==> src/rtl/fwps_pkg.sv <==
// ----------------------------------------------------------------------------
// fwps_pkg
// Shared constants, payload types and sequencer states of the flash write
// page splitter.
// ----------------------------------------------------------------------------
package fwps_pkg;

    localparam int PAGE_BYTES        = 256;
    localparam int MAX_REQUEST_BYTES = 4096;

    localparam int ADDR_W  = 24;
    localparam int COUNT_W = 13;
    localparam int LEN_W   = 9;
    localparam int OFF_W   = $clog2(PAGE_BYTES);

    localparam logic [COUNT_W-1:0] PAGE_COUNT = COUNT_W'(PAGE_BYTES);
    localparam logic [COUNT_W-1:0] MAX_COUNT  = COUNT_W'(MAX_REQUEST_BYTES);

    typedef struct packed {
        logic [ADDR_W-1:0]  start_address;
        logic [COUNT_W-1:0] byte_count;
    } t_req;

    typedef struct packed {
        logic [ADDR_W-1:0] chunk_address;
        logic [LEN_W-1:0]  chunk_length;
        logic              last_chunk;
    } t_chunk;

    typedef struct packed {
        logic [COUNT_W-1:0] len;
        logic               last;
        logic [ADDR_W-1:0]  next_addr;
        logic [COUNT_W-1:0] next_rem;
    } t_step;

    typedef enum logic {
        ST_IDLE,
        ST_SPLIT
    } t_state;

endpackage

==> src/rtl/fwps_step_unit.sv <==
// ----------------------------------------------------------------------------
// fwps_step_unit
// Shared chunk unit: compares the bytes left against the room in the current
// page and yields one chunk length, its last mark, and the next address and
// remaining count.
// ----------------------------------------------------------------------------
module fwps_step_unit
    import fwps_pkg::*;
(
    input  logic [ADDR_W-1:0]  i_addr,
    input  logic [COUNT_W-1:0] i_rem,
    input  logic               i_strict,
    output t_step              o_step
);

    logic [OFF_W-1:0]   off;
    logic [COUNT_W-1:0] room;
    logic               rem_lt;
    logic               rem_eq;

    always_comb begin
        off    = i_addr[OFF_W-1:0];
        room   = PAGE_COUNT - COUNT_W'(off);
        rem_lt = i_rem < room;
        rem_eq = i_rem == room;

        o_step.len       = rem_lt ? i_rem : room;
        o_step.last      = i_strict ? rem_lt : (rem_lt || rem_eq);
        o_step.next_addr = i_addr + ADDR_W'(o_step.len);
        o_step.next_rem  = i_rem - o_step.len;
    end

endmodule

==> src/rtl/flash_write_page_splitter_core.sv <==
// ----------------------------------------------------------------------------
// flash_write_page_splitter_core
// Splits a flash write request into page-program chunks that never cross a page
// boundary, one chunk per cycle through a shared chunk unit while unstalled.
// ----------------------------------------------------------------------------
//  channel  | direction | handshake              | payload
//  request  | in        | i_in_valid, o_in_stall | i_in_data  (t_req)
//  chunk    | out       | o_out_valid, i_out_stall | o_out_data (t_chunk)
//
//  A request is loaded into the sequencer, then split into chunks that leave
//  one per cycle unless the output stalls.
//  o_in_stall is high while a request is being split.
//  A stalled chunk holds in the output register and pauses the split.
//  Reset clears the sequencer and the output valid.
// ----------------------------------------------------------------------------
module flash_write_page_splitter_core
    import fwps_pkg::*;
(
    input  logic   i_clk,
    input  logic   i_rst_n,
    input  logic   i_in_valid,
    output logic   o_in_stall,
    input  t_req   i_in_data,
    output logic   o_out_valid,
    input  logic   i_out_stall,
    output t_chunk o_out_data
);

    t_state             r_state, n_state;
    logic [ADDR_W-1:0]  r_addr, n_addr;
    logic [COUNT_W-1:0] r_rem, n_rem;
    logic               r_strict, n_strict;
    t_chunk             r_out, n_out;
    logic               r_out_valid, n_out_valid;

    t_step              step;
    logic               in_xfer;
    logic               advance;

    fwps_step_unit u_step (
        .i_addr   (r_addr),
        .i_rem    (r_rem),
        .i_strict (r_strict),
        .o_step   (step)
    );

    assign o_in_stall  = (r_state != ST_IDLE);
    assign o_out_valid = r_out_valid;
    assign o_out_data  = r_out;
    assign in_xfer     = i_in_valid && !o_in_stall;
    assign advance     = (r_state == ST_SPLIT) && (!r_out_valid || !i_out_stall);

    always_comb begin
        n_state = r_state;
        case (r_state)
            ST_IDLE: begin
                if (in_xfer) n_state = ST_SPLIT;
            end
            ST_SPLIT: begin
                if (advance && step.last) n_state = ST_IDLE;
            end
            default: n_state = ST_IDLE;
        endcase
    end

    always_comb begin
        n_addr      = r_addr;
        n_rem       = r_rem;
        n_strict    = r_strict;
        n_out       = r_out;
        n_out_valid = r_out_valid;
        if (r_out_valid && !i_out_stall) begin
            n_out_valid = 1'b0;
        end
        case (r_state)
            ST_IDLE: begin
                if (in_xfer) begin
                    n_addr   = i_in_data.start_address;
                    n_rem    = (i_in_data.byte_count > MAX_COUNT) ? MAX_COUNT
                                                                  : i_in_data.byte_count;
                    n_strict = (i_in_data.start_address[OFF_W-1:0] == '0);
                end
            end
            ST_SPLIT: begin
                if (advance) begin
                    n_out.chunk_address = r_addr;
                    n_out.chunk_length  = LEN_W'(step.len);
                    n_out.last_chunk    = step.last;
                    n_out_valid         = 1'b1;
                    n_addr              = step.next_addr;
                    n_rem               = step.next_rem;
                end
            end
            default: ;
        endcase
    end

    always_ff @(posedge i_clk) begin
        if (!i_rst_n) begin
            r_state     <= ST_IDLE;
            r_out_valid <= 1'b0;
        end else begin
            r_state     <= n_state;
            r_out_valid <= n_out_valid;
        end
    end

    always_ff @(posedge i_clk) begin
        r_addr   <= n_addr;
        r_rem    <= n_rem;
        r_strict <= n_strict;
        r_out    <= n_out;
    end

endmodule
==> config.mk <==
export PLATFORM = sky130hd
export DESIGN_NAME = flash_write_page_splitter_core
export DESIGN_NICKNAME = d
export VERILOG_FILES = /design/src/rtl/fwps_pkg.sv /design/src/rtl/fwps_step_unit.sv /design/src/rtl/flash_write_page_splitter_core.sv
export SDC_FILE = /design/constraint.sdc
export NUM_CORES = 1
export LEC_CHECK = 0
export ABC_CLOCK_PERIOD_IN_PS = 12100
export BUFFER_PORTS_ARGS = -buffer_cell sky130_fd_sc_hd__buf_2
export CORE_MARGIN = 3
export CORE_UTILIZATION = 60
export CTS_BUF_LIST = sky130_fd_sc_hd__clkbuf_8
export DETAILED_ROUTE_END_ITERATION = 10
export PLACE_DENSITY = 0.84
export SLEW_MARGIN = 10
export SYNTH_ARGS = -nofsm -noshare
export SYNTH_HDL_FRONTEND = slang
export SYNTH_SLANG_ARGS = --single-unit
==> constraint.sdc <==
create_clock -name i_clk -period 12.1 [get_ports i_clk]
set_input_delay 2.42 -clock i_clk [delete_from_list [all_inputs] [get_ports i_clk]]
set_output_delay 2.42 -clock i_clk [all_outputs]
set_load 0.01 [all_outputs]
==> flow_summary.toml <==
[outcome]
status = "completed"

[clock_network]
post_cts_buffers = 0
tritoncts_num_sinks = 74
postCtsHoldBufs = 0
ctsResizeCount = 0
cts_made_buffers = 9
ctsRootBufferMaster = "clkbuf_8"
maximum_clock_insertion_buffer_count = 2
worst_skew_pair.late_latency_ns = 0.36
cts_htree_levels = 3
clk_pin_slew_ns = 0.08
cts_tree = "built"

[floorplan]
coreArea_um2 = 7331
die_area_um2 = 8695
dieWidth_um = 93.25
placement_rows = 31
die_height_um = 93.25
floorplan.initialDensity_pct = 62.30
number_of_top_level_pins = 77

[cells_and_area]
share_of_post_route_cells_with_drive_strength_above_1_pct = 21.30
postLayoutCellArea_um2 = 5230
antennaDiodeCount = 0
final_net_count = 578
utilization_after_layout_pct = 71.34
area.growth.synth_to_final_pct = 14.52
layout.filler_cells = 538

[grt]
grt_max_degree = 56
global_route.usage.met2_pct = 38.06
vias_in_the_first_global_route = 3503
globalRouteMet1Util_pct = 34.04
antenna_found_initial = 0
globalRouteOverflowTotal = 0
grt_first_pass_wirelength_um = 16650
grt_most_used_layer = "met2"
grt_overall_usage_pct = 24.28
met3_usage_pct = 4.344

[sta]
setup_viol = 0
sum_neg_setup_slack_ns = 0
slew_headroom_pct = 37.26
worst_slew_pin_slew_ns = 0.9411
timing.final.max_slew_violations = 0
min_period_over_period_pct = 45.37
grt_setup_unrepaired = "false"
holdWs_ns = 0.4619
period_minus_slack_ns = 5.490
clock_skew_ns = 0.01411
hold_viol = 0
maxClockFrequency_mhz = 182.1

[synthesis]
syn_inst = 423
proportion_of_synthesized_flip_flops_having_asynchronous_set_or_reset_pct = 0
prevailing_post_synth_register_cell = "edfxtp_1"
synth_area_leader_cell = "edfxtp_1"
yosys_warnings = 0
yosysMostFrequentCell = "edfxtp_1"
netlist-cell-type-count = 54
synth_edf_count = 72
post_synthesis_instance_area_um2 = 4567
synth.top_cells.by_count = "72 x edfxtp_1, 33 x a21oi_1, 32 x ha_1"
ys_seq_elements = 74
netlist.area_leader.share_pct = 47.34
synth-seq-area-share_pct = 48.22
yosys-top-cells-area = "edfxtp_1 47%, ha_1 8.8%, a21oi_1 3.6%, a21o_1 2.6%, mux2_2 2.5%"
syn_avg_cell_area_um2 = 10.80

[run]
drv_cap = 0

[routing]
detailedRoute.firstIterationViolations = 264
routed-via-count = 3731
drc = 0
drt-total-wl_um = 10270
dr.pass1.iters = 5
avgRoutedWirePerCell_um = 16.95
drt.antenna.violating_nets = 0
vias_per_cell = 6.157

[placed_design]
numPortBuffers = 76
place_area_um2 = 5067
gp_congestion = 0.8880
place.detailed.hpwl_um = 7373

[power]
total_leakage_power_nw = 2.156
peakVddDrop_uv = 98.36
p_per_area_nw_per_um2 = 227.8

[setup_path]
setup.worst_path.class = "reg2reg"
path_max_fanout = 27
crit_path_start_kind = "register"
cp.arrival_ns = 5.59
cp.required_ns = 12.20
worst_setup_path_end_kind = "register"

[worst_hold_path]
worst_hold_path_type = "reg2reg"
## cells by family (layout without fill, tap and decap cells)
logic type	after synthesis	in the layout	share of synthesized area (%)
simple gates	127	127	14.19
xor+xnor	20	20	3.835
compound gates	123	123	18.47
other cells	1	4	0.08211
mux	12	12	2.904
fa+ha+maj	34	34	9.644
buf+inv	32	113	2.657
flops	74	74	48.22
## worst max-delay path, cell delays in order (launching register included)
cell	delay, ns
edfxtp_1	0.50
inv_1	0.12
ha_1	0.21
xnor2_1	0.14
inv_1	0.08
ha_1	0.30
a21o_1	0.20
a21o_1	0.17
a211oi_1	0.24
o211a_1	0.62
nand2_1	0.11
o21ai_0	0.19
ha_1	0.25
inv_1	0.05
fa_1	0.39
a21o_1	0.17
a21o_1	0.22
a311oi_4	0.38
a21oi_2	0.13
a2111o_1	0.42
a311o_1	0.34
## final timing paths
| check | start | endpoint | slack, ns | depth (start not counted) |
|---|---|---|---|---|
| setup / recovery | r_addr[1] | r_rem[12] | 6.61 | 20 |
| hold reg to reg | r_addr[8] | o_out_data[18] | 0.46 | 0 |
| setup reg to reg | r_addr[1] | r_rem[12] | 6.61 | 20 |
| hold / removal | r_addr[8] | o_out_data[18] | 0.46 | 0 |
## metrics by stage
stage               total power [W]  cells  setup slack [ns]
finish                     0.001192    606             6.610
global route               0.001276    606             6.214
CTS                        0.001181    606             6.677
detailed placement         0.001010    591             6.713
global placement          0.0009819    591             6.848
floorplan                 0.0008707    426             6.774
## where the power goes
part / switching, W / total, W / internal, W
Clock: 0.0000904 / 0.000167 / 0.0000767
Combinational: 0.000348 / 0.000614 / 0.000266
Sequential: 0.0000490 / 0.000411 / 0.000362
## routing by layer
metal  vias to the layer above  share of wire [%]
met5                         -                  0
met4                         0                1.8
met3                        19                7.2
met2                       163                 47
met1                      1758                 44
li1                       1791                  -
## placed cells by master (no fill, tap or decap), types with 11 or more instances in the layout
cell,instances
nand3_1,17
nor2_1,29
inv_1,21
o21a_1,11
a21o_1,16
nand2_1,23
edfxtp_1,72
ha_1,32
nor3_1,12
o21ai_0,19
buf_2,76
a21oi_1,32
## flip-flops by register name, indices dropped and copies added, names as in the netlist
signal       count
o_in_stall       1
o_out_data      34
o_out_valid      1
r_addr          24
r_rem           13
r_strict         1
## area by class of cell
class	instances	area [um2]	area share, %
clock buffers	10	137.6	2.632
clock inverters	5	25.02	0.4785
inverters	19	71.32	1.364
multi-input cells	320	2266	43.33
flip-flops and latches	74	2203	42.13
well taps	99	123.9	2.368
repair buffers	79	402.9	7.703
Note: power is estimated with default switching activity, not from simulation.
